[config.mk]
export PLATFORM = sky130hd
export DESIGN_NAME = owms_resq
export DESIGN_NICKNAME = d
export VERILOG_FILES = /design/src/rtl/core/owms_pkg.sv /design/src/rtl/core/owms_resq.sv
export SDC_FILE = /design/constraint.sdc
export NUM_CORES = 1
export LEC_CHECK = 0
export ABC_AREA = 1
export BUFFER_PORTS_ARGS = -buffer_cell sky130_fd_sc_hd__buf_2
export CORE_UTILIZATION = 52
export DETAILED_ROUTE_END_ITERATION = 10
export GPL_TIMING_DRIVEN = 0
export PLACE_DENSITY_LB_ADDON = 0.05
export SLEW_MARGIN = 10
export SYNTH_ARGS = -nofsm -noshare
export SYNTH_HDL_FRONTEND = slang
export SYNTH_SLANG_ARGS = --single-unit
[constraint.sdc]
create_clock -name clk -period 2.1 [get_ports clk]
set_input_delay 0.315 -clock clk [delete_from_list [all_inputs] [get_ports clk]]
set_output_delay 0.315 -clock clk [all_outputs]
set_load 0.005 [all_outputs]
[src/rtl/core/owms_pkg.sv]
// ------------------------------------------------------------------------------------------
// owms_pkg: shared types and constants of the single-wire bus master
// Item and result structures, command codes, register indexes and the fixed
// command sequences used by the conversion and temperature commands.
// ------------------------------------------------------------------------------------------
`default_nettype none

package owms_pkg;

	// Command codes carried in the func field.
	localparam logic [2:0] FUNC_TICK    = 3'd0;
	localparam logic [2:0] FUNC_RESET   = 3'd1;
	localparam logic [2:0] FUNC_WRITE   = 3'd2;
	localparam logic [2:0] FUNC_READ    = 3'd3;
	localparam logic [2:0] FUNC_CONVERT = 3'd4;
	localparam logic [2:0] FUNC_TEMP    = 3'd5;

	// Configuration register indexes.
	localparam logic [2:0] CFG_RESET_LOW     = 3'd0;
	localparam logic [2:0] CFG_PRESENCE_WAIT = 3'd1;
	localparam logic [2:0] CFG_RECOVERY      = 3'd2;
	localparam logic [2:0] CFG_SLOT          = 3'd3;
	localparam logic [2:0] CFG_WRITE_LOW     = 3'd4;
	localparam logic [2:0] CFG_READ_SAMPLE   = 3'd5;

	// Register values after reset.
	localparam logic [9:0] RST_RESET_LOW     = 10'd550;
	localparam logic [9:0] RST_PRESENCE_WAIT = 10'd70;
	localparam logic [9:0] RST_RECOVERY      = 10'd500;
	localparam logic [9:0] RST_SLOT          = 10'd70;
	localparam logic [5:0] RST_WRITE_LOW     = 6'd5;
	localparam logic [5:0] RST_READ_SAMPLE   = 6'd8;

	// ROM commands sent by the compound commands.
	localparam logic [7:0] ROM_SKIP    = 8'hCC;
	localparam logic [7:0] CONVERT_T   = 8'h44;
	localparam logic [7:0] READ_SCRPAD = 8'hBE;

	// Queue depths between the parts of the block.
	localparam int QDepth = 2;
	localparam int QPtrW  = $clog2(QDepth);
	localparam int QCntW  = $clog2(QDepth + 1);
	localparam int RDepth = 4;
	localparam int RPtrW  = $clog2(RDepth);
	localparam int RCntW  = $clog2(RDepth + 1);

	// Kinds of bus operation that one sequence step performs.
	typedef enum logic [1:0] {
		KIND_RST = 2'd0,
		KIND_WR  = 2'd1,
		KIND_RD  = 2'd2
	} kind_t;

	typedef struct packed {
		kind_t      kind;
		logic [7:0] wbyte;
	} step_op_t;

	// One tick as presented on the input side.
	typedef struct packed {
		logic [2:0] func;
		logic [7:0] write_data;
		logic       line_sample;
	} in_item_t;

	// One tick after classification, with unused codes folded to a plain tick.
	typedef struct packed {
		logic [2:0] cmd;
		logic [7:0] write_data;
		logic       line_sample;
	} cls_item_t;

	// One result as presented on the output side.
	typedef struct packed {
		logic        line_release;
		logic        busy_res;
		logic        done_res;
		logic [15:0] read_data;
	} out_item_t;

	// A configuration write as passed to the sequencer.
	typedef struct packed {
		logic       valid;
		logic [2:0] index;
		logic [9:0] data;
	} cfg_write_t;

	// The eight steps of the temperature sequence; start conversion runs the last three.
	function automatic step_op_t seq_op(input logic [2:0] idx);
		step_op_t op;
		op.kind  = KIND_RST;
		op.wbyte = 8'h00;
		unique case (idx)
			3'd0: begin op.kind = KIND_RST; op.wbyte = 8'h00; end
			3'd1: begin op.kind = KIND_WR;  op.wbyte = ROM_SKIP; end
			3'd2: begin op.kind = KIND_WR;  op.wbyte = READ_SCRPAD; end
			3'd3: begin op.kind = KIND_RD;  op.wbyte = 8'h00; end
			3'd4: begin op.kind = KIND_RD;  op.wbyte = 8'h00; end
			3'd5: begin op.kind = KIND_RST; op.wbyte = 8'h00; end
			3'd6: begin op.kind = KIND_WR;  op.wbyte = ROM_SKIP; end
			3'd7: begin op.kind = KIND_WR;  op.wbyte = CONVERT_T; end
			default: begin op.kind = KIND_RST; op.wbyte = 8'h00; end
		endcase
		return op;
	endfunction

endpackage

`default_nettype wire

[src/rtl/core/owms_resq.sv]
// ------------------------------------------------------------------------------------------
// owms_resq: result queue of the single-wire bus master
// Holds finished tick results until the consumer takes them, so that the
// sequencer keeps running while the output side stalls, until the queue is full.
// ------------------------------------------------------------------------------------------
`default_nettype none

module owms_resq (
	input  wire                   clk,
	input  wire                   arst_n,
	input  wire                   res_push,
	input  owms_pkg::out_item_t   res_item,
	output logic                  res_full,
	output logic                  empty,
	input  wire                   pop,
	output owms_pkg::out_item_t   out_data
);

	localparam logic [owms_pkg::RPtrW-1:0] RPtrOne = owms_pkg::RPtrW'(1);
	localparam logic [owms_pkg::RCntW-1:0] RCntOne = owms_pkg::RCntW'(1);

	owms_pkg::out_item_t          rq_mem_q [owms_pkg::RDepth];
	logic [owms_pkg::RPtrW-1:0]   wr_ptr_q;
	logic [owms_pkg::RPtrW-1:0]   rd_ptr_q;
	logic [owms_pkg::RCntW-1:0]   count_q;
	logic                         do_push;
	logic                         do_pop;

	assign res_full = (count_q == owms_pkg::RCntW'(owms_pkg::RDepth));
	assign empty    = (count_q == '0);
	assign out_data = rq_mem_q[rd_ptr_q];
	assign do_push  = res_push && !res_full;
	assign do_pop   = pop && !empty;

	// Result storage.
	always_ff @(posedge clk) begin
		if (do_push) begin
			rq_mem_q[wr_ptr_q] <= res_item;
		end
	end

	// Pointers and fill count.
	always_ff @(posedge clk or negedge arst_n) begin
		if (!arst_n) begin
			wr_ptr_q <= '0;
			rd_ptr_q <= '0;
			count_q  <= '0;
		end else begin
			if (do_push) begin
				wr_ptr_q <= wr_ptr_q + RPtrOne;
			end
			if (do_pop) begin
				rd_ptr_q <= rd_ptr_q + RPtrOne;
			end
			if (do_push && !do_pop) begin
				count_q <= count_q + RCntOne;
			end else if (do_pop && !do_push) begin
				count_q <= count_q - RCntOne;
			end
		end
	end

endmodule

`default_nettype wire

* Word-level counts from Yosys, hierarchy flattened
Memories as Yosys holds them, arrays and structs flattened.
Index checks and enable logic that the tools add are counted.
** Cells by class
- Add/subtract/negate cells :: 4
- Equal/unequal tests :: 1
- Multiplexer cells :: 4
- Reduce and logical (&&, ||, !) cells :: 10
** Operators with widths (count)
- 3-bit two-way mux :: 2
- 2-bit by 1-bit adder with 2-bit output (second input constant) :: 2
- 1-bit logical AND :: 4
- 1-bit zero test :: 4
- 3-bit by 1-bit adder with 3-bit output (second input constant) :: 1
- 3-bit equality test (second input constant) :: 1
- 3-bit zero test :: 1
- 3-bit by 1-bit subtractor with 3-bit output (second input constant) :: 1
- 1-bit two-way mux :: 2
- 2-bit nonzero test :: 1
** Storage, ports and cells
- Register bits :: 7
- RAM bits :: 76
- Logic and storage cells :: 23
- Memories :: 1
** Memories
- rq_mem_q :: depth 4, bits a word 19, read ports 1, clocked after Yosys merged registers in 0, write ports 1, RTL line owms_resq.sv:22 : owms_pkg::out_item_t rq_mem_q [owms_pkg::RDepth];

* Longest topological paths before layout
Gate-level depths: netlist (run 1).
- Depth after elaboration :: 7
- Mapped depth :: 12
- Depth with buffers taken out :: 12

* Worst setup path after synthesis (run 1)
No wires, ideal clock.
- Kind :: flip-flop to flip-flop
- Start point :: reg count_q[0] in the netlist's numbering
- End point :: mem rq_mem_q[0][0] in the netlist's numbering (enable)
- Library setup time :: 0.395 ns
- Data arrival time :: 1.536 ns
- Slack :: 0.169 ns
- Cell stages (with the launch flop) :: 5
- Cell sequence :: dfrtp_1 inv_2 nand3_1 nand2_1 nor2_1
** Between the ends
- Longest elaborated chain between the ends :: 5
** RTL lines
- start: declaration :: RTL line owms_resq.sv:25 : logic [owms_pkg::RCntW-1:0] count_q;
- start signal: assignment :: RTL line owms_resq.sv:56 : count_q <= count_q + RCntOne;
- start signal: assignment :: RTL line owms_resq.sv:58 : count_q <= count_q - RCntOne;
- 3-bit equality test :: RTL line owms_resq.sv:29 : assign res_full = (count_q == owms_pkg::RCntW'(owms_pkg::RDepth));
- 1-bit zero test :: RTL line owms_resq.sv:32 : assign do_push = res_push && !res_full;
- 1-bit logical AND :: RTL line owms_resq.sv:32
- 1-bit two-way mux :: RTL line owms_resq.sv:37 : if (do_push) begin
- 1-bit two-way mux (implied by the code) :: RTL line owms_resq.sv:38 : rq_mem_q[wr_ptr_q] <= res_item;
- end: declaration :: RTL line owms_resq.sv:22
Every way passes these cells.

* Worst setup path in the final report (run 1)
- Start point :: reg count_q[0] in the netlist's numbering
- End point :: reg count_q[1] in the netlist's numbering
** Between the ends
- Longest elaborated chain between the ends :: 6
- Elaborated cells on any way between the ends :: 15
- Classes of those cells :: add/sub (2); eq/ne (1); mux (2); reduce/logical (10)
** RTL lines
- 3-bit equality test * :: RTL line owms_resq.sv:29
- 1-bit zero test * :: RTL line owms_resq.sv:32
- 1-bit logical AND * :: RTL line owms_resq.sv:32
- named net do_push :: RTL line owms_resq.sv:26 : logic do_push;
- 1-bit zero test :: RTL line owms_resq.sv:57 : end else if (do_pop && !do_push) begin
- 1-bit logical AND :: RTL line owms_resq.sv:57
- 2-bit nonzero test (no source line)
The timed path passes the listed nets; every way through them passes the cells marked *. The select of a mux whose other input is x is not followed.
A chain may end at the register's enable or synchronous reset.

==> metrics.yaml, run 1 <==
yosysUniqueCellTypes: 18
cp_common_cell: "inv_1"
wl_mm: 6.43
whs_endpoint: "rq_mem_q[3][5]"
drc: 0
hp-start: "res_item[5]"
grt_overflow: 0
core_area_sq_mm: 0.00649
ant_nets: 0
syn2layout_area_growth_pct: 17.9
path_cells: "inv_2 > nand3_1 > nand2_2 > inv_1 > ha_1 > inv_1 > fa_1 > nand2_1 > o21ai_0"
r2r_cells: 9
setup_tns_ns: 0
slew_headroom: 0.588
p_per_area_mw_per_mm2: 1380
syn_area_sq_mm: 0.00356
cts_max_level: 3
end_kind: "register"
vias: 2124
setup_viol_count_final: 0
cellLeakagePower_nw: 1.82
finalMaxSlewViolations: 0
drv_cap: 0
initial_utilization: 0.548
tightestPinTransition_ns: 0.617
worstHoldPathType: "input pin to register"
ir_worst_vdd_uv: 763
ys_warn_count: 0
yosysSeqAreaShare: 0.691
globalplace.congestion: 0.709
port_buffers: 43
nFillCells: 493
synth-seq-cells: 83
avgRoutedWirePerCell_um: 15.2
cp-start-kind: "register"
min_period_ns: 1.91
nets: 371
dp.cells: 407
syn_inst: 283
design_area_sq_mm: 0.00419
crit_required_ns: 2.33
ff2ff_setup_slack_ns: 0.19
cts_root_buf: "clkbuf_8"
syn_area_per_cell_sq_um: 12.6
grt_pass1_vias: 2145
grt_pass1_wl_mm: 10.6
io_pins: 44
critical_path_class: "register to register"
period_share: 0.908
startpoint: "count_q[0]"
grt_max_degree: 15
cts_tree: "built"
cts_buffers: 9
cp_max_fo: 7
avgViaCountPerCell: 5.01
cp.arrival_ns: 2.14
drt_iter0_markers: 98
power.total_mw: 5.79
post_cts_buffers: 0
r2r-end: "count_q[1]"
timing.fmax_mhz: 525
dieHeight_um: 84.7
fin_skew_ns: 0.00817
place_area_sq_mm: 0.00394
slowest_stage: "dfrtp_1"
placementRows: 29
drive_gt1_frac: 0.288
clock-sinks: 83
clk_path_buf_depth: 2
die_x_um: 84.7
holdPathStages: 1
max_stage_delay_ns: 0.44
drtPass1Iterations: 7
die-area_sq_mm: 0.00718
clk_pin_slew_worst_paths_ns: 0.08
gr-usage-all-layers: 0.201
hold_viol: 0
reg2reg_from: "count_q[0]"
dp_hpwl_mm: 4.32
status: "complete, no violations"
clock_latency_ns: 0.34
diodes: 0
synth_nets: 312
antenna_found_initial: 0
fin_cells: 424
==> cells in the mapped netlist <==
cell      instances  share of area
edfxtp_1         76           0.64
ha_1              5          0.018
nand3_1           7         0.0098
o211ai_2         19          0.067
xnor2_1           1         0.0025
buf_2             7         0.0098
o211ai_1         19          0.040
nand4_1           1         0.0018
buf_6             3         0.0095
dfrtp_1           7          0.049
buf_4             1         0.0021
nor2_1            4         0.0042
nand2_1          75          0.079
inv_1            52          0.055
o21ai_0           1         0.0014
fa_1              1         0.0056
buf_1             1         0.0011
inv_2             3         0.0032
==> through the flow <==
step | hold slack, ns | util | setup WS (ns)
after floorplan | 0.0194 | - | 0.169
after global placement | 0.161 | 0.596 | -0.539
after detailed placement | 0.164 | 0.607 | 0.0765
after CTS | 0.164 | 0.645 | 0.0820
after global routing | 0.172 | 0.646 | -0.00400
final | 0.181 | 0.646 | 0.194
==> per-layer routing <==
metal / up-vias / global-route usage / wire [um]
met3: 16 / 0.0413 / 239
met4: 0 / 0.103 / 129
li1: 1075 / - / -
met2: 49 / 0.333 / 3190
met5: - / 0 / 0
met1: 984 / 0.253 / 2870
==> cell type report <==
type | instances | area (sq um) | share of cell area
repair buffers | 48 | 285 | 0.0680
multi-input cells | 133 | 827 | 0.197
plain buffers | 12 | 80.1 | 0.0191
clock buffers | 10 | 128 | 0.0304
clock inverters | 6 | 114 | 0.0271
well taps | 77 | 96.3 | 0.0230
flip-flops and latches | 83 | 2460 | 0.586
inverters | 55 | 206 | 0.0492
==> registers in the layout (all words and copies together) (netlist names) <==
register / cells
rq_mem_q: 76
count_q: 3
rd_ptr_q: 2
wr_ptr_q: 2
==> cells by family after synthesis <==
| family | count (synthesis) | share of synthesized area |
|---|---|---|
| compound gates | 39 | 0.108 |
| flops | 83 | 0.691 |
| xor+xnor | 1 | 0.00246 |
| fa+ha+maj | 6 | 0.0232 |
| simple gates | 87 | 0.0949 |
| buf+inv | 67 | 0.0805 |
==> cells in the final DEF, fill, tap and decap left out, types with 4 or more instances in the layout <==
| master | instances |
|---|---|
| ha_1 | 5 |
| edfxtp_1 | 76 |
| nand2_1 | 74 |
| inv_1 | 52 |
| o211ai_2 | 19 |
| nand3_1 | 7 |
| clkbuf_8 | 9 |
| nor2_2 | 4 |
| buf_8 | 4 |
| buf_2 | 50 |
| o211ai_1 | 19 |
| dfrtp_1 | 7 |
==> where the power goes <==
group	switching, mW	leakage (nW)	internal, mW
combinational	1.28	0.926	0.826
sequential	0.132	0.781	2.19
clock	0.568	0.113	0.792
==> worst max-delay path by stage <==
stage                       to
5_1_grt             count_q[2]
3_5_place_dp        count_q[1]
3_3_place_gp   rq_mem_q[3][16]
2_1_floorplan   rq_mem_q[0][0]
4_1_cts             count_q[1]
6_report            count_q[1]
==> worst max-delay path, delay by kind of cell, from the launching register on <==
| family | cells | cell delay [ns] |
|---|---|---|
| AOI/OAI and AO/OA | 1 | 0.07 |
| buffers and inverters | 3 | 0.23 |
| and+or+nand+nor | 3 | 0.42 |
| DFF | 1 | 0.44 |
| adders and majority gates | 2 | 0.62 |
==> what timing repair did <==
| item | 4_1_cts | 5_1_grt |
|---|---|---|
| resized for setup | 0 | 1 |
| endpoints found under the setup margin | 0 | 2 |
| hold buffers | 1 | 0 |
| hold endpoints to repair | 7 | 0 |
(Power assumes the default switching activity.)
==> run 2: changes to the inputs <==
--- a/config.mk
+++ b/config.mk
@@ -6,9 +6,9 @@
 export NUM_CORES = 1
 export LEC_CHECK = 0
 export ABC_AREA = 1
-export BUFFER_PORTS_ARGS = -buffer_cell sky130_fd_sc_hd__buf_2
-export CORE_UTILIZATION = 52
+export CORE_UTILIZATION = 56
 export DETAILED_ROUTE_END_ITERATION = 10
+export DONT_BUFFER_PORTS = 1
 export GPL_TIMING_DRIVEN = 0
 export PLACE_DENSITY_LB_ADDON = 0.05
 export SLEW_MARGIN = 10
==> run 2 against run 1 <==
- worst hold slack got worse by 0.12 ns
- via count decreased by 5.5%
- clock power about the same
- clock skew decreased by 0.0034 ns
- core utilization increased by 1.4 points
- count of clock-buffer cells in the layout decreased by 1
- die area decreased by 7.0%
- final area decreased by 5.3%
- global-route usage increased by 1.7 points
- sequential share of layout area increased by 3.2 points
- routed wire length decreased by 1.2%
- largest cell class unchanged
- largest power group unchanged
- highest routed layer unchanged
==> metrics.yaml, run 2 (synthesized netlist as in run 1, its figures left out) <==
r2r-end: "count_q[1]"
wl_mm: 6.35
largestRegisters: "rq_mem_q (76), count_q (3)"
clock_latency_ns: 0.35
grt_max_degree: 15
place_ws_ns: 0.109
dieHeight_um: 81.7
r2r_cells: 9
avgRoutedWirePerCell_um: 16.7
power.total_mw: 5.55
antenna_found_initial: 0
dp_hpwl_mm: 4.14
p_sw_mw: 1.94
ff2ff_setup_slack_ns: 0.20
status: "complete, no violations"
layout_setup_ws_ns: 0.200
placementRows: 28
drive_gt1_frac: 0.188
cts_max_level: 3
clock-sinks: 83
top_layer_used: "met4"
drc: 0
crit_required_ns: 2.33
timing.fmax_mhz: 526
seqPwrFrac: 0.419
switching_share: 0.350
fin_skew_ns: 0.00473
p_int_mw: 3.61
grt_overflow: 0
cts_tree: "built"
avgViaCountPerCell: 5.30
hp-start: "res_item[1]"
period_share: 0.905
syn2layout_area_growth_pct: 11.7
largest_register_ffs: 76
met2_length_mm: 3.12
cp_max_fo: 7
slew_headroom: 0.576
end_kind: "register"
diodes: 0
setup_tns_ns: 0
cp.arrival_ns: 2.13
tightestPinTransition_ns: 0.635
initial_utilization: 0.591
port_buffers: 0
most-common-layout-cells: "edfxtp_1, nand2_1, inv_1"
layout_commonest_cell: "edfxtp_1"
min_period_ns: 1.90
grt_pass1_wl_mm: 9.96
whs_endpoint: "rq_mem_q[1][1]"
drt_iter0_markers: 95
final_core_util: 0.659
io_pins: 44
reg2reg_from: "count_q[0]"
nets: 328
rsz0062_at_grt: "false"
cts_buffers: 9
clk_path_buf_depth: 2
ant_nets: 0
drtPass1Iterations: 4
die_x_um: 81.7
clk_pin_slew_worst_paths_ns: 0.08
cts_root_buf: "clkbuf_8"
ir_worst_vdd_uv: 839
die-area_sq_mm: 0.00668
hold_viol: 0
p_per_area_mw_per_mm2: 1400
met1_length_mm: 2.68
setup_viol_count_final: 0
vias: 2007
worstHoldPathType: "input pin to register"
holdPathStages: 0
cp-start-kind: "register"
regMostFlops: "rq_mem_q"
grt_pass1_vias: 2046
cellLeakagePower_nw: 1.65
critical_path_class: "register to register"
drv_cap: 0
p_clk_frac: 0.242
gr-usage-all-layers: 0.219
core_area_sq_mm: 0.00603
p_comb_frac: 0.339
hold_slack_ns: 0.0580
finalMaxSlewViolations: 0
globalplace.congestion: 0.723
wl_met3_um: 415
-- run 2: cell types whose count changed in the layout (fill, tap and decap cells not counted) --
cell,delta
clkinv_4,-1
clkbuf_1,-1
buf_2,-43
inv_6,+1
clkinv_2,+1
clkinv_1,+1
clkinvlp_4,-1
-- run 2: what timing repair did --
action                     4_1_cts  5_1_grt
setup endpoints to repair        0        2
hold endpoints to repair         7        0
resized for setup                0        1
setup buffers                    0        0
hold buffers                     1        0
-- run 2: metrics by stage --
step / cells / instance area [sq um]
6_report: 379 / 3970
3_5_place_dp: 362 / 3720
2_1_floorplan: 283 / 3560
5_1_grt: 379 / 3970
4_1_cts: 379 / 3970
3_3_place_gp: 358 / 3650
-- run 2: how the worst max path moves through the flow --
| stage | startpoint | endpoint | slack (ns) | cells after the start |
|---|---|---|---|---|
| floorplan | count_q[0] | rq_mem_q[0][0] | 0.17 | 4 |
| global placement | count_q[0] | rq_mem_q[0][3] | -0.59 | 4 |
| detailed placement | count_q[0] | count_q[1] | 0.11 | 9 |
| CTS | count_q[0] | count_q[1] | 0.11 | 9 |
| global route | count_q[0] | count_q[2] | 0.009 | 11 |
| finish | count_q[0] | count_q[1] | 0.20 | 9 |
-- run 2: worst max-delay path, cell delays in order, from the launching register on --
cell and delay (ns):
dfrtp_1 0.44, inv_2 0.08, nand3_1 0.14, nand2_2 0.20, inv_1 0.07, ha_1 0.21, inv_1 0.09, fa_1 0.41
nand2_1 0.07, o21ai_0 0.07
-- run 2: power groups by stage --
stage                     clock network, mW  registers (mW)  logic [mW]
final                                  1.34            2.33        1.88
after global routing                   1.43            2.36        2.12
after CTS                              1.36            2.32        1.92
after detailed placement                  0            2.36        1.91
after global placement                    0            2.36        1.78
after floorplan                           0            2.34        1.37
-- run 2: per-layer routing --
| layer | vias up | GRT usage |
|---|---|---|
| met2 | 58 | 0.358 |
| li1 | 993 | - |
| met1 | 944 | 0.259 |
| met3 | 12 | 0.0700 |
| met5 | - | 0 |
| met4 | 0 | 0.111 |
-- run 2: final cells by class --
type	count	area (sq um)
timing repair buffer	5	70.1
clock inverter	7	115
tap	75	93.8
clock buffer	9	124
inverter	55	206
multi-input combinational	133	827
sequential	83	2460
buffer	12	80.1
fill	448	2050
