[config.mk]
export PLATFORM = sky130hd
export DESIGN_NAME = owms_seq
export DESIGN_NICKNAME = d
export VERILOG_FILES = /design/src/rtl/core/owms_pkg.sv /design/src/rtl/core/owms_seq.sv
export SDC_FILE = /design/constraint.sdc
export NUM_CORES = 1
export LEC_CHECK = 0
export CAP_MARGIN = 20
export CELL_PAD_IN_SITES_DETAIL_PLACEMENT = 1
export CELL_PAD_IN_SITES_GLOBAL_PLACEMENT = 2
export CORE_AREA = 2 2 184 114
export DETAILED_ROUTE_END_ITERATION = 12
export DIE_AREA = 0 0 186 116
export DONT_BUFFER_PORTS = 1
export GPL_TIMING_DRIVEN = 1
export PLACE_DENSITY = 0.82
export RECOVER_POWER = 25
export SYNTH_ARGS = -nofsm -noshare
export SYNTH_HDL_FRONTEND = slang
export SYNTH_SLANG_ARGS = --single-unit
[constraint.sdc]
create_clock -name clk -period 5 [get_ports clk]
set_input_delay 0 -clock clk [delete_from_list [all_inputs] [get_ports clk]]
set_output_delay 0 -clock clk [all_outputs]
set_load 0.005 [all_outputs]
[src/rtl/core/owms_pkg.sv]
// ------------------------------------------------------------------------------------------
// owms_pkg: shared types and constants of the single-wire bus master
// Item and result structures, command codes, register indexes and the fixed
// command sequences used by the conversion and temperature commands.
// ------------------------------------------------------------------------------------------
`default_nettype none

package owms_pkg;

	// Command codes carried in the func field.
	localparam logic [2:0] FUNC_TICK    = 3'd0;
	localparam logic [2:0] FUNC_RESET   = 3'd1;
	localparam logic [2:0] FUNC_WRITE   = 3'd2;
	localparam logic [2:0] FUNC_READ    = 3'd3;
	localparam logic [2:0] FUNC_CONVERT = 3'd4;
	localparam logic [2:0] FUNC_TEMP    = 3'd5;

	// Configuration register indexes.
	localparam logic [2:0] CFG_RESET_LOW     = 3'd0;
	localparam logic [2:0] CFG_PRESENCE_WAIT = 3'd1;
	localparam logic [2:0] CFG_RECOVERY      = 3'd2;
	localparam logic [2:0] CFG_SLOT          = 3'd3;
	localparam logic [2:0] CFG_WRITE_LOW     = 3'd4;
	localparam logic [2:0] CFG_READ_SAMPLE   = 3'd5;

	// Register values after reset.
	localparam logic [9:0] RST_RESET_LOW     = 10'd550;
	localparam logic [9:0] RST_PRESENCE_WAIT = 10'd70;
	localparam logic [9:0] RST_RECOVERY      = 10'd500;
	localparam logic [9:0] RST_SLOT          = 10'd70;
	localparam logic [5:0] RST_WRITE_LOW     = 6'd5;
	localparam logic [5:0] RST_READ_SAMPLE   = 6'd8;

	// ROM commands sent by the compound commands.
	localparam logic [7:0] ROM_SKIP    = 8'hCC;
	localparam logic [7:0] CONVERT_T   = 8'h44;
	localparam logic [7:0] READ_SCRPAD = 8'hBE;

	// Queue depths between the parts of the block.
	localparam int QDepth = 2;
	localparam int QPtrW  = $clog2(QDepth);
	localparam int QCntW  = $clog2(QDepth + 1);
	localparam int RDepth = 4;
	localparam int RPtrW  = $clog2(RDepth);
	localparam int RCntW  = $clog2(RDepth + 1);

	// Kinds of bus operation that one sequence step performs.
	typedef enum logic [1:0] {
		KIND_RST = 2'd0,
		KIND_WR  = 2'd1,
		KIND_RD  = 2'd2
	} kind_t;

	typedef struct packed {
		kind_t      kind;
		logic [7:0] wbyte;
	} step_op_t;

	// One tick as presented on the input side.
	typedef struct packed {
		logic [2:0] func;
		logic [7:0] write_data;
		logic       line_sample;
	} in_item_t;

	// One tick after classification, with unused codes folded to a plain tick.
	typedef struct packed {
		logic [2:0] cmd;
		logic [7:0] write_data;
		logic       line_sample;
	} cls_item_t;

	// One result as presented on the output side.
	typedef struct packed {
		logic        line_release;
		logic        busy_res;
		logic        done_res;
		logic [15:0] read_data;
	} out_item_t;

	// A configuration write as passed to the sequencer.
	typedef struct packed {
		logic       valid;
		logic [2:0] index;
		logic [9:0] data;
	} cfg_write_t;

	// The eight steps of the temperature sequence; start conversion runs the last three.
	function automatic step_op_t seq_op(input logic [2:0] idx);
		step_op_t op;
		op.kind  = KIND_RST;
		op.wbyte = 8'h00;
		unique case (idx)
			3'd0: begin op.kind = KIND_RST; op.wbyte = 8'h00; end
			3'd1: begin op.kind = KIND_WR;  op.wbyte = ROM_SKIP; end
			3'd2: begin op.kind = KIND_WR;  op.wbyte = READ_SCRPAD; end
			3'd3: begin op.kind = KIND_RD;  op.wbyte = 8'h00; end
			3'd4: begin op.kind = KIND_RD;  op.wbyte = 8'h00; end
			3'd5: begin op.kind = KIND_RST; op.wbyte = 8'h00; end
			3'd6: begin op.kind = KIND_WR;  op.wbyte = ROM_SKIP; end
			3'd7: begin op.kind = KIND_WR;  op.wbyte = CONVERT_T; end
			default: begin op.kind = KIND_RST; op.wbyte = 8'h00; end
		endcase
		return op;
	endfunction

endpackage

`default_nettype wire

[src/rtl/core/owms_seq.sv]
// ------------------------------------------------------------------------------------------
// owms_seq: bus sequencer of the single-wire bus master
// Holds the timing registers and the bus state machine, evaluates one tick per
// clock while the result queue has room, and produces the line level and status of that tick.
// ------------------------------------------------------------------------------------------
`default_nettype none

module owms_seq (
	input  wire                   clk,
	input  wire                   arst_n,
	input  owms_pkg::cfg_write_t  cfg_wr,
	input  wire                   q_valid,
	input  owms_pkg::cls_item_t   q_item,
	output logic                  q_take,
	input  wire                   res_full,
	output logic                  res_push,
	output owms_pkg::out_item_t   res_item
);

	// Bus phases.
	localparam logic [3:0] PH_IDLE  = 4'd0;
	localparam logic [3:0] PH_RLOW  = 4'd1;
	localparam logic [3:0] PH_RWAIT = 4'd2;
	localparam logic [3:0] PH_RREC  = 4'd3;
	localparam logic [3:0] PH_WLOW  = 4'd4;
	localparam logic [3:0] PH_WSLOT = 4'd5;
	localparam logic [3:0] PH_DLOW  = 4'd6;
	localparam logic [3:0] PH_DREL  = 4'd7;
	localparam logic [3:0] PH_DSLOT = 4'd8;

	// Timing registers.
	logic [9:0] reset_low_q;
	logic [9:0] presence_wait_q;
	logic [9:0] recovery_q;
	logic [9:0] slot_q;
	logic [5:0] write_low_q;
	logic [5:0] read_sample_q;

	// Sequencer state.
	logic [3:0] phase_q;
	logic [9:0] tick_q;
	logic [3:0] bit_q;
	logic [7:0] shift_q;
	logic [7:0] low_temp_q;
	logic [7:0] high_temp_q;
	logic [3:0] step_q;
	logic [2:0] active_q;

	// Next-state values.
	logic [3:0] ph;
	logic [9:0] tc;
	logic [3:0] bc;
	logic [7:0] sb;
	logic [7:0] lt;
	logic [7:0] ht;
	logic [3:0] st;
	logic [2:0] ac;
	logic       line;
	logic       busy;
	logic       fin;
	logic       step_end;
	logic [15:0] rdata;
	logic [3:0] seq_len;
	owms_pkg::step_op_t op;
	logic [5:0] sample_len;
	logic [6:0] sample_inc;
	logic [5:0] low_part;
	logic [5:0] rel_part;

	// A zero length register acts as one tick.
	function automatic logic [9:0] dur(input logic [9:0] x);
		return (x == '0) ? 10'd1 : x;
	endfunction

	// True on the last tick of a phase of the given length.
	function automatic logic at_end(input logic [9:0] tc_in, input logic [9:0] d);
		return ({1'b0, tc_in} + 11'd1) >= {1'b0, d};
	endfunction

	// Operation of a given step of the active command.
	function automatic owms_pkg::step_op_t step_for(input logic [2:0] cmd,
			input logic [3:0] step, input logic [7:0] wd);
		owms_pkg::step_op_t r;
		logic [2:0] idx;
		idx = step[2:0];
		priority if (cmd == owms_pkg::FUNC_RESET) begin
			r.kind  = owms_pkg::KIND_RST;
			r.wbyte = 8'h00;
		end else if (cmd == owms_pkg::FUNC_WRITE) begin
			r.kind  = owms_pkg::KIND_WR;
			r.wbyte = wd;
		end else if (cmd == owms_pkg::FUNC_READ) begin
			r.kind  = owms_pkg::KIND_RD;
			r.wbyte = 8'h00;
		end else begin
			if (cmd == owms_pkg::FUNC_CONVERT) begin
				idx = idx + 3'd5;
			end
			r = owms_pkg::seq_op(idx);
		end
		return r;
	endfunction

	// First phase of a step.
	function automatic logic [3:0] first_phase(input owms_pkg::kind_t k);
		logic [3:0] p;
		unique case (k)
			owms_pkg::KIND_RST: p = PH_RLOW;
			owms_pkg::KIND_WR:  p = PH_WLOW;
			default:            p = PH_DLOW;
		endcase
		return p;
	endfunction

	assign q_take   = q_valid && !res_full;
	assign res_push = q_take;

	// Read slot split: low for the first half (rounded up), released for the rest.
	always_comb begin
		sample_len = (read_sample_q == '0) ? 6'd1 : read_sample_q;
		sample_inc = {1'b0, sample_len} + 7'd1;
		low_part   = sample_inc[6:1];
		rel_part   = sample_len - low_part;
	end

	// Number of steps in the active command.
	always_comb begin
		unique case (ac)
			owms_pkg::FUNC_CONVERT: seq_len = 4'd3;
			owms_pkg::FUNC_TEMP:    seq_len = 4'd8;
			default:                seq_len = 4'd1;
		endcase
	end

	// Evaluation of one tick.
	always_comb begin
		ph       = phase_q;
		tc       = tick_q;
		bc       = bit_q;
		sb       = shift_q;
		lt       = low_temp_q;
		ht       = high_temp_q;
		st       = step_q;
		ac       = active_q;
		line     = 1'b1;
		fin      = 1'b0;
		step_end = 1'b0;
		rdata    = 16'h0000;
		op       = step_for(q_item.cmd, 4'd0, q_item.write_data);

		// A command starts on an idle tick, which is already its first tick.
		if (phase_q == PH_IDLE && q_item.cmd != owms_pkg::FUNC_TICK) begin
			ac = q_item.cmd;
			st = 4'd0;
			tc = 10'd0;
			bc = 4'd0;
			ph = first_phase(op.kind);
			if (op.kind == owms_pkg::KIND_WR) begin
				sb = op.wbyte;
			end else if (op.kind == owms_pkg::KIND_RD) begin
				sb = 8'h00;
			end
		end

		busy = (ph != PH_IDLE);

		// Timed phases of the bus.
		unique case (ph)
			PH_IDLE: begin
			end
			PH_RLOW: begin
				line = 1'b0;
				if (at_end(tc, dur(reset_low_q))) begin
					tc = 10'd0;
					ph = PH_RWAIT;
				end else begin
					tc = tc + 10'd1;
				end
			end
			PH_RWAIT: begin
				if (at_end(tc, dur(presence_wait_q))) begin
					tc = 10'd0;
					ph = q_item.line_sample ? PH_RLOW : PH_RREC;
				end else begin
					tc = tc + 10'd1;
				end
			end
			PH_RREC: begin
				if (at_end(tc, dur(recovery_q))) begin
					tc = 10'd0;
					if (q_item.line_sample) begin
						step_end = 1'b1;
					end else begin
						ph = PH_RLOW;
					end
				end else begin
					tc = tc + 10'd1;
				end
			end
			PH_WLOW: begin
				line = 1'b0;
				if (at_end(tc, dur({4'd0, write_low_q}))) begin
					tc = 10'd0;
					ph = PH_WSLOT;
				end else begin
					tc = tc + 10'd1;
				end
			end
			PH_WSLOT: begin
				line = sb[0];
				if (at_end(tc, dur(slot_q))) begin
					tc = 10'd0;
					sb = {1'b0, sb[7:1]};
					bc = bc + 4'd1;
					if (bc >= 4'd8) begin
						step_end = 1'b1;
					end else begin
						ph = PH_WLOW;
					end
				end else begin
					tc = tc + 10'd1;
				end
			end
			PH_DLOW: begin
				line = 1'b0;
				if (at_end(tc, {4'd0, low_part})) begin
					tc = 10'd0;
					ph = (rel_part != '0) ? PH_DREL : PH_DSLOT;
				end else begin
					tc = tc + 10'd1;
				end
			end
			PH_DREL: begin
				if (at_end(tc, {4'd0, rel_part})) begin
					tc = 10'd0;
					ph = PH_DSLOT;
				end else begin
					tc = tc + 10'd1;
				end
			end
			PH_DSLOT: begin
				// The line is sampled on the first released tick of the slot.
				if (tc == 10'd0) begin
					sb = {q_item.line_sample, sb[7:1]};
				end
				if (at_end(tc, dur(slot_q))) begin
					tc = 10'd0;
					bc = bc + 4'd1;
					if (bc >= 4'd8) begin
						if (ac == owms_pkg::FUNC_TEMP && st == 4'd3) begin
							lt = sb;
						end
						if (ac == owms_pkg::FUNC_TEMP && st == 4'd4) begin
							ht = sb;
						end
						step_end = 1'b1;
					end else begin
						ph = PH_DLOW;
					end
				end else begin
					tc = tc + 10'd1;
				end
			end
			default: begin
				ph = PH_IDLE;
				tc = 10'd0;
			end
		endcase

		// Step completion: move to the next step or finish the command.
		if (step_end) begin
			st = st + 4'd1;
			if (st >= seq_len) begin
				ph  = PH_IDLE;
				tc  = 10'd0;
				fin = 1'b1;
			end else begin
				op = step_for(ac, st, 8'h00);
				tc = 10'd0;
				bc = 4'd0;
				ph = first_phase(op.kind);
				if (op.kind == owms_pkg::KIND_WR) begin
					sb = op.wbyte;
				end else if (op.kind == owms_pkg::KIND_RD) begin
					sb = 8'h00;
				end
			end
		end

		// Read data is shown only on the completing tick.
		if (fin) begin
			if (ac == owms_pkg::FUNC_READ) begin
				rdata = {8'h00, sb};
			end else if (ac == owms_pkg::FUNC_TEMP) begin
				rdata = {ht, lt};
			end
		end

		res_item.line_release = line;
		res_item.busy_res     = busy;
		res_item.done_res     = fin;
		res_item.read_data    = rdata;
	end

	// Timing registers, written through the configuration port.
	always_ff @(posedge clk or negedge arst_n) begin
		if (!arst_n) begin
			reset_low_q     <= owms_pkg::RST_RESET_LOW;
			presence_wait_q <= owms_pkg::RST_PRESENCE_WAIT;
			recovery_q      <= owms_pkg::RST_RECOVERY;
			slot_q          <= owms_pkg::RST_SLOT;
			write_low_q     <= owms_pkg::RST_WRITE_LOW;
			read_sample_q   <= owms_pkg::RST_READ_SAMPLE;
		end else if (cfg_wr.valid) begin
			unique case (cfg_wr.index)
				owms_pkg::CFG_RESET_LOW:     reset_low_q     <= cfg_wr.data;
				owms_pkg::CFG_PRESENCE_WAIT: presence_wait_q <= cfg_wr.data;
				owms_pkg::CFG_RECOVERY:      recovery_q      <= cfg_wr.data;
				owms_pkg::CFG_SLOT:          slot_q          <= cfg_wr.data;
				owms_pkg::CFG_WRITE_LOW:     write_low_q     <= cfg_wr.data[5:0];
				owms_pkg::CFG_READ_SAMPLE:   read_sample_q   <= cfg_wr.data[5:0];
				default: begin
				end
			endcase
		end
	end

	// Sequencer state advances once per tick taken from the queue.
	always_ff @(posedge clk or negedge arst_n) begin
		if (!arst_n) begin
			phase_q     <= PH_IDLE;
			tick_q      <= '0;
			bit_q       <= '0;
			shift_q     <= '0;
			low_temp_q  <= '0;
			high_temp_q <= '0;
			step_q      <= '0;
			active_q    <= '0;
		end else if (q_take) begin
			phase_q     <= ph;
			tick_q      <= tc;
			bit_q       <= bc;
			shift_q     <= sb;
			low_temp_q  <= lt;
			high_temp_q <= ht;
			step_q      <= st;
			active_q    <= ac;
		end
	end

endmodule

`default_nettype wire

==> Word level (Yosys, flattened, before mapping) <==
Memory sizes are Yosys's and may differ from the RTL's.
Index checks and enable logic that the tools add are counted.
{ "word_totals": {"register_bits": 101, "word_cells": 179, "mem_count": 2, "mem_bits_ro": 144} }
{ "memory_table": {"columns": ["memory", "depth", "word_bits", "read_ports", "rd_ports_with_merged_regs", "wr", "line_no", "text"], "rows": [
  ["(name not given)", 8, 9, 1, 0, 0, "owms_pkg.sv:93", "unique case (idx)"],
  ["(name not given)", 8, 9, 1, 0, 0, "owms_pkg.sv:93", null]
]} }
{ "op_classes": {"add_sub_neg": 7, "n_reduce_logical": 28, "magnitude_cmp": 9, "mux": 91, "n_eq_ne": 28} }
{ "ops": {"columns": ["op", "n"], "rows": [
  ["2-to-1 mux 10 bit", 21],
  ["2-to-1 mux 8 bit", 17],
  ["2-to-1 mux 4 bit", 21],
  ["case mux 10 bit (8 select lines)", 1],
  ["logical NOT 10 bit", 5],
  ["2-to-1 mux 16 bit", 3],
  [">= comparator 11 x 10 -> 1 bit", 4],
  ["2-to-1 mux 3 bit", 12],
  ["case mux 4 bit (9 select lines)", 1],
  [">= comparator 11 x 6 -> 1 bit", 3],
  ["equality test 4 x 3 -> 1 bit, second input constant", 5],
  ["equality test 3 x 2 -> 1 bit, second input constant", 6],
  ["case mux 8 bit (2 select lines)", 1],
  ["equality test 3 bit, second input constant", 5],
  ["equality test 4 x 2 -> 1 bit, second input constant", 3],
  ["logical NOT 6 bit", 2],
  ["2-to-1 mux 6 bit", 2],
  ["case mux 3 bit (2 select lines)", 2],
  ["AND reduction 2 bit", 6],
  ["adder 10 x 1 -> 11 bit, second input constant", 1],
  ["adder 10 x 1 -> 10 bit, second input constant", 1],
  ["equality test 3 x 1 -> 1 bit, second input constant", 3],
  ["adder 4 x 1 -> 4 bit, second input constant", 2],
  ["logical NOT 4 bit", 2],
  ["other kinds (22)", 34]
]} }

==> Logic depth before layout (Yosys ltp) <==
Gate-level depths: netlist of the first run.
An unclocked memory read counts as a cell.
{ "logic_depth": {"word_depth": 29, "depth_mapped": 21, "depth_no_buf": 19} }

==> Least setup slack after synthesis of the first run <==
No wires, ideal clock.
{ "synth_timing": {"path_kind": "reg-to-reg", "startpoint": "register phase_q[2]", "endpoint": "register high_temp_q[2]", "setup_slack_ns": 0.519, "path_stages_with_launch": 21, "required_ns": 4.875, "setup_ns": 0.125, "t_arrival_ns": 4.356, "period_less_slack_ns": 4.481, "n_path_buf": 3, "path_cell_list": "dfrtp_1 > nor4_1 > clkbuf_1 > nand2_1 > nand2_1 > inv_1 > ha_1 > nand4_1 > nor2_1 > nor2_1 > nor2_1 > nor2_1 > ha_1 > a21o_1 > a211o_1 > a21oi_1 > nor4_1 > buf_2 > nand2_1 > buf_2 > mux2_2"} }
{ "synth_between": {"elab_chain_len": 9, "word_cells_on_any_way": 22, "cone_classes": "2 x add/sub; 2 x order compare; 3 x eq/ne; 11 x mux; 4 x reduce/logical"} }
{ "synth_lines": {"columns": ["item", "line_no", "text"], "rows": [
  ["start, declared", "owms_seq.sv:40", "logic [3:0] phase_q;"],
  ["start signal, assigned", "owms_seq.sv:340", "phase_q <= ph;"],
  ["parallel branches: the longest is 8 deep, another holds adder 10 x 1 -> 11 bit", null, null],
  ["2-to-1 mux 8 bit *", "owms_seq.sv:168", "unique case (ph)"],
  ["end signal, assigned", "owms_seq.sv:345", "high_temp_q <= ht;"],
  ["end, declared", "owms_seq.sv:45", "logic [7:0] high_temp_q;"]
]} }
Mark *: on every way between the ends.
A chain may end at the register's enable or synchronous reset.

==> results by group, run 1 <==
Floorplan
  – Initial Util: 39.4%
  – # rows: 40
  – Die ar.: 21600 µm²
  – Ports: 51
  – Core area: 19800 µm²
  – Die width: 186 µm
  – Height of the die: 116 µm

CTS
  – Num CTS Buffers: 9
  – H-tree depth reported by CTS: 3
  – Clock-pin slew on the worst setup and hold paths: 0.07 ns
  – Worst-Skew Late Latency: 0.37 ns
  – CTS root buf: clkbuf_16
  – # clock sinks: 101
  – CTS tree: done
  – Clk buf depth: 2

Setup path
  – Crit path capture: res_item[5]
  – R2R depth: 20
  – RR Endpoint: phase_q[1]
  – Worst setup EP type: primary output
  – CP required: 5.00 ns
  – Critical path startpoint: phase_q[1]
  – Largest fanout on the critical path: 13
  – Worst r2r src: phase_q[1]
  – Worst EP arrival: 4.76 ns
  – Startpoint type of the worst setup path: flip-flop
  – Reg2Reg Setup Slack: 0.42 ns
  – Setup Crit Path Kind: flip-flop to primary output

Drt
  – WL met1: 14.4 mm
  – Via density: 5.81
  – Highest Signal Layer: met4
  – Drt drc: 0
  – Avg WL per Cell: 21.5 µm
  – DRC marker count from the first detailed-route iteration: 494
  – Post-DRT Antenna Nets: 0
  – DRT Wirelength: 25.9 mm
  – Met3 Wirelength: 1.36 mm
  – Drt first pass iters: 5
  – DR WL met2: 10.0 mm
  – Via count: 7008

Final layout
  – Fillers: 2294
  – Synth-to-layout area growth: 13.9%
  – Commonest cells after routing, fill and taps aside: 88 x nand2_1, 82 x dfrtp_1, 75 x ha_1
  – Fin nets: 1033
  – Storage cell area: 2550 µm²
  – Footprint of the multi-input gates: 4930 µm²
  – Layout cell share with drive strength beyond 1: 15.2%
  – Most common cell after layout, fill and taps aside: nand2_1
  – Layout Cells excl Fill: 1206
  – # diodes: 0

Outcome
  – Violated checks: capacitance limit, slew limit
  – Status: finished with violations

Logic synthesis
  – Post-synth top area share: 26.4%
  – Cells after Synth: 901
  – Sequential area share after synthesis: 32.8%
  – Flops & latches, synth: 101
  – Ranking of synthesized cells by area: dfrtp_1 26%, ha_1 12%, dfstp_2 6.4%
  – Warnings from Yosys: 0
  – Mapped Area: 7780 µm²
  – Net Count, Synth: 1006
  – Post-synth ARST share: 100%
  – Synth unique cells: 69
  – Ys flop type: dfrtp_1
  – Top cell type by total area after synthesis: dfrtp_1
  – Post-synth EDFFs: 0
  – Synthesized area per cell: 8.64 µm²

Pwr
  – Pwr per Cell Area: 501 nW/µm²
  – Leakage Power: 0.00391 µW
  – Worst VDD drop: 0.257 mV
  – Power Total: 4440 µW

Timing
  – Tmin final: 4.76 ns
  – Relative slew slack: -78.4%
  – Period Utilization, post-route: 95.2%
  – Setup TNS: 0 ns
  – Final number of setup-violating endpoints: 0
  – Worst Skew: 0.0141 ns
  – F_max: 210 MHz
  – Final worst slack: 0.242 ns
  – Slew Limit Fails: 102
  – Hold_ws: 0.0110 ns
  – Tightest Pin Transition: 2.68 ns
  – Final Hold Viols: 0

Global route
  – Initial antenna violation count: 0
  – Number of global-route vias before repair: 7048
  – First-pass GRT wire length: 41.9 mm
  – Total gr overflow: 0
  – Pin count of the biggest net entering global routing: 102
  – Global Route Usage Sum: 25.5%

Placed design
  – GPL Wtd Cong: 0.848
  – Port Buf Inserts: 0
  – Pre-CTS setup slack: 0.288 ns
  – Dpl cells: 1161
  – Half-perimeter wire length after placement: 19.5 mm

Worst hold path
  – Hold Path Class: input port to flip-flop

Run
  – Max_cap viols: 1
[layer usage]
layer / track usage, % / vias to the layer above
li1: - / 3320
met2: 33.8 / 162
met3: 5.56 / 13
met5: 0 / -
met1: 41.3 / 3513
met4: 4.51 / 0
[logic make-up after synthesis]
group	share of synthesized area (%)
AND/OR/NAND/NOR	18.5
AO/OA/AOI/OAI	21.0
buffers and inverters	5.53
flip-flops	32.8
adder cells (fa/ha/maj)	12.1
multiplexers	7.86
XOR/XNOR	2.32
[sequential cells by signal, indices dropped and copies added (netlist names)]
| register | flops |
|---|---|
| read_sample_q | 6 |
| bit_q | 4 |
| phase_q | 4 |
| active_q | 3 |
| shift_q | 8 |
| recovery_q | 10 |
| reset_low_q | 10 |
| high_temp_q | 8 |
| tick_q | 10 |
| low_temp_q | 8 |
| step_q | 4 |
| slot_q | 10 |
| write_low_q | 6 |
| presence_wait_q | 10 |
[power by group]
part           switching (µW)  internal [µW]  leakage, µW
Clock                     348            343     0.000137
Combinational            1600           1000      0.00253
Sequential                150            999      0.00125
[critical path, stage by stage, from the launching register on]
cell and delay [ns]:
dfrtp_1 0.41, nor4_4 0.35, nand2_2 0.12, nand2_1 0.14, inv_1 0.07, ha_1 0.24, nand4_1 0.15, buf_4 0.17
nor2_1 0.06, nor2_1 0.14, nor2_1 0.08, nor2_2 0.20, ha_1 0.29, a21o_1 0.17, a211o_1 0.39, a21o_1 0.23
a22o_4 0.30, nor4b_4 0.15, buf_4 0.19, nor3_4 0.24, o22ai_1 0.12, buf_4 0.16
[timing repair]
action / 4_1_cts / 5_1_grt
endpoints found under the setup margin: 9 / 29
pin swaps: 1 / 1
resized for setup: 4 / 16
endpoints found under the hold margin: 156 / 0
buffers inserted: 1 / 4
hold buffers: 24 / 0
[cells in the mapped netlist, drive strengths merged (4+ instances only)]
library cell,number
nand2,90
dfrtp,82
ha,75
o21ai,74
nor2,73
inv,64
a21oi,47
clkbuf,34
mux2,33
mux2i,24
nor3,21
nor4,20
dfstp,19
nand3,18
a21o,14
a22o,14
a211oi,13
nand2b,13
o22ai,13
buf,11
xnor2,11
and2,9
a31oi,8
nand4,7
xor2,7
a211o,6
a31o,6
o31ai,6
or4,6
and3,5
o211ai,5
o21bai,5
or2,5
or3,5
a41o,4
nor2b,4
nor3b,4
[final cells by class]
cell class / instances / area share, %
clock inverters: 6 / 0.551
multi-input cells: 691 / 55.6
inverters: 64 / 2.71
flip-flops and latches: 101 / 28.8
repair buffers: 61 / 5.93
clock buffers: 10 / 2.58
well taps: 273 / 3.85
[metrics by stage]
step / util [%] / area, µm²
after floorplan: - / 7780
after global placement: 41.5 / 8210
after detailed placement: 41.5 / 8210
after CTS: 44.4 / 8780
after global routing: 44.8 / 8860
final: 44.8 / 8860
[how the worst min path moves through the flow]
stage,to,start,cells after the start
2_1_floorplan,active_q[0],arst_n,0
3_3_place_gp,slot_q[7],arst_n,0
3_5_place_dp,slot_q[7],arst_n,0
4_1_cts,presence_wait_q[6],cfg_wr[11],4
5_1_grt,presence_wait_q[6],cfg_wr[11],4
6_report,presence_wait_q[6],cfg_wr[11],4
Note: power is estimated with default switching activity, not from simulation.
==> run 2: changes to the inputs <==
==> constraint.sdc (replaced) <==
create_clock -name clk -period 5 [get_ports clk]
set_input_delay 1 -clock clk [delete_from_list [all_inputs] [get_ports clk]]
set_output_delay 1 -clock clk [all_outputs]
set_load 0.005 [all_outputs]
==> results by group, run 2 (synthesis results as in run 1) <==
CTS
  – Worst-Skew Late Latency: 0.37 ns (about the same)
  – # clock sinks: 101 (unchanged)
  – Clk buf depth: 2 (unchanged)
  – CTS root buf: clkbuf_16
  – H-tree depth reported by CTS: 3 (unchanged)
  – Hold Buf Count CTS: 0 (-100%)
  – Clock-pin slew on the worst setup and hold paths: 0.07 ns (about the same)
  – Num CTS Buffers: 9 (unchanged)
  – CTS tree: done

Timing
  – Final number of setup-violating endpoints: 18 (+18)
  – F_max: 179 MHz (-15%)
  – Slew Limit Fails: 0 (-100%)
  – Final Hold Viols: 0 (unchanged)
  – Final worst slack: -0.591 ns (-0.833 ns)
  – Hold_ws: 0.332 ns (+0.321 ns)
  – Tmin final: 5.59 ns (+0.833 ns)
  – Relative slew slack: 39.3% (+120 points)
  – Setup TNS: -8.82 ns (-8.82 ns)
  – Tightest Pin Transition: 0.906 ns (-1.77 ns)
  – Unrepaired setup endpoints after global routing: yes
  – Period Utilization, post-route: 112% (+17 points)
  – Worst Skew: 0.0143 ns (+0.000225 ns)

Floorplan
  – Die ar.: 21600 µm² (unchanged)
  – Height of the die: 116 µm (unchanged)
  – Initial Util: 39.4% (unchanged)
  – Core area: 19800 µm² (unchanged)
  – Die width: 186 µm (unchanged)
  – Ports: 51 (unchanged)
  – # rows: 40 (unchanged)

Drt
  – Via count: 7564 (+7.9%)
  – Via density: 5.92 (+1.9%)
  – Drt drc: 0 (unchanged)
  – Avg WL per Cell: 22.4 µm (+4.0%)
  – DRT Wirelength: 28.6 mm (+10%)
  – Drt first pass iters: 5 (unchanged)
  – DRC marker count from the first detailed-route iteration: 647 (+31%)
  – Post-DRT Antenna Nets: 0 (unchanged)

Final layout
  – Layout cell share with drive strength beyond 1: 28.0% (+13 points)
  – Final core utilization: 49.5% (+4.7 points)
  – Commonest cells after routing, fill and taps aside: 116 x buf_4, 87 x nand2_1, 82 x dfrtp_1
  – # diodes: 0 (unchanged)
  – Design area: 9780 µm² (+10%)
  – Synth-to-layout area growth: 25.7%
  – Fillers: 2308 (+0.61%)
  – Most common cell after layout, fill and taps aside: buf_4
  – Fin nets: 1105 (+7.0%)

Pwr
  – Worst VDD drop: 0.218 mV (-15%)
  – Comb pwr share: 62.6% (+4.1 points)
  – Switching pwr: 2260 µW (+7.8%)
  – Seq pwr share: 23.2% (-2.7 points)
  – Clock power frac: 14.3% (-1.3 points)
  – Leakage Power: 0.00437 µW (+12%)
  – Cell Int Power: 2670 µW (+14%)
  – Pwr per Cell Area: 504 nW/µm² (+0.69%)
  – Power Total: 4930 µW (+11%)
  – Net Sw Frac: 45.8% (-1.4 points)

Placed design
  – Half-perimeter wire length after placement: 21.1 mm (+8.3%)
  – Placed Area: 8850 µm² (+7.7%)
  – GPL Wtd Cong: 0.843 (-0.60%)
  – Port Buf Inserts: 0 (unchanged)

Setup path
  – Setup Crit Path Kind: input port to primary output
  – Worst EP arrival: 4.59 ns (-0.17 ns)
  – Startpoint type of the worst setup path: input port
  – CP required: 4.00 ns (-1.00 ns)
  – Worst setup EP type: primary output
  – Largest fanout on the critical path: 15 (+2)

Global route
  – Total gr overflow: 0 (unchanged)
  – Global Route Usage Sum: 27.0% (+1.5 points)
  – First-pass GRT wire length: 43.9 mm (+4.7%)
  – Initial antenna violation count: 0 (unchanged)
  – Pin count of the biggest net entering global routing: 102 (unchanged)
  – Number of global-route vias before repair: 7478 (+6.1%)

Outcome
  – Violated checks: setup timing
  – Status: finished with violations

Worst hold path
  – Hold Path Class: input port to asynchronous set/reset pin

Run
  – Max_cap viols: 0 (-1)
## run 2: cell count changes in the layout (fill, tap and decap cells not counted), moves of 4 or more
| cell | delta |
|---|---|
| o22ai_1 | -4 |
| o21ai_0 | -6 |
| nor2_1 | -13 |
| nor2_4 | +9 |
| buf_6 | +12 |
| nor2_2 | +4 |
| mux2i_1 | -5 |
| buf_4 | +80 |
| dlygate4sd3_1 | -23 |
## run 2: final timing paths
path                                from              to  slack [ns]  depth (start not counted)
hold / removal                    arst_n       step_q[3]        0.33                          0
hold reg to reg            low_temp_q[0]   low_temp_q[0]        0.49                          2
max in group asynchronous         arst_n  write_low_q[2]        4.41                          0
setup reg to reg              phase_q[1]       tick_q[6]        0.20                         29
setup / recovery              q_item[11]     res_item[1]       -0.59                         21
min in group clk           low_temp_q[0]   low_temp_q[0]        0.49                          2
## run 2: area by class of cell
cell class	instances	area, µm²	area share, %
clock buffers	13	260	2.66
inverters	64	245	2.51
well taps	273	342	3.49
flip-flops and latches	101	2550	26.1
clock inverters	3	21.3	0.217
multi-input cells	691	5270	53.8
repair buffers	133	1100	11.2
## run 2: per-stage QoR
step,instances,setup WS (ns)
6_report,1278,-0.591
5_1_grt,1278,-0.694
4_1_cts,1271,-0.453
3_5_place_dp,1232,-0.653
3_3_place_gp,1232,-0.420
2_1_floorplan,901,-0.462
## run 2: timing repair
action,in CTS,in global routing
buffers inserted,24,8
setup endpoints to repair,17,28
resized for setup,59,37
pin swaps,24,14
gates cloned,1,0
## run 2: critical path, stage by stage
cell,delay (ns)
or3_4,0.39
nand2_4,0.09
and2_4,0.16
ha_4,0.13
nand4_1,0.16
buf_6,0.20
nor2_4,0.15
nor2_4,0.06
nor2_2,0.13
nor2_2,0.08
ha_1,0.29
a21o_1,0.16
a211o_1,0.32
a21o_1,0.19
a22o_1,0.26
buf_6,0.14
buf_6,0.11
nand3b_1,0.12
buf_6,0.18
o22ai_1,0.10
buf_4,0.15
## run 2: power groups by stage
stage               combinational, µW  sequential (µW)  clock, µW
floorplan                        1770             1100          0
global placement                 2690             1140          0
detailed placement               2770             1150          0
CTS                              2900             1130        717
global route                     3350             1160        755
finish                           3090             1140        705
## run 2: metal layers
layer | part of all wire [%] | vias to the layer above | track usage [%] | routed length (µm)
met5 | 0 | - | 0 | 0
met4 | 0.81 | 0 | 3.57 | 232
met3 | 6.7 | 20 | 5.44 | 1920
met2 | 39 | 222 | 36.6 | 11200
met1 | 53 | 3852 | 43.8 | 15200
li1 | - | 3470 | - | -
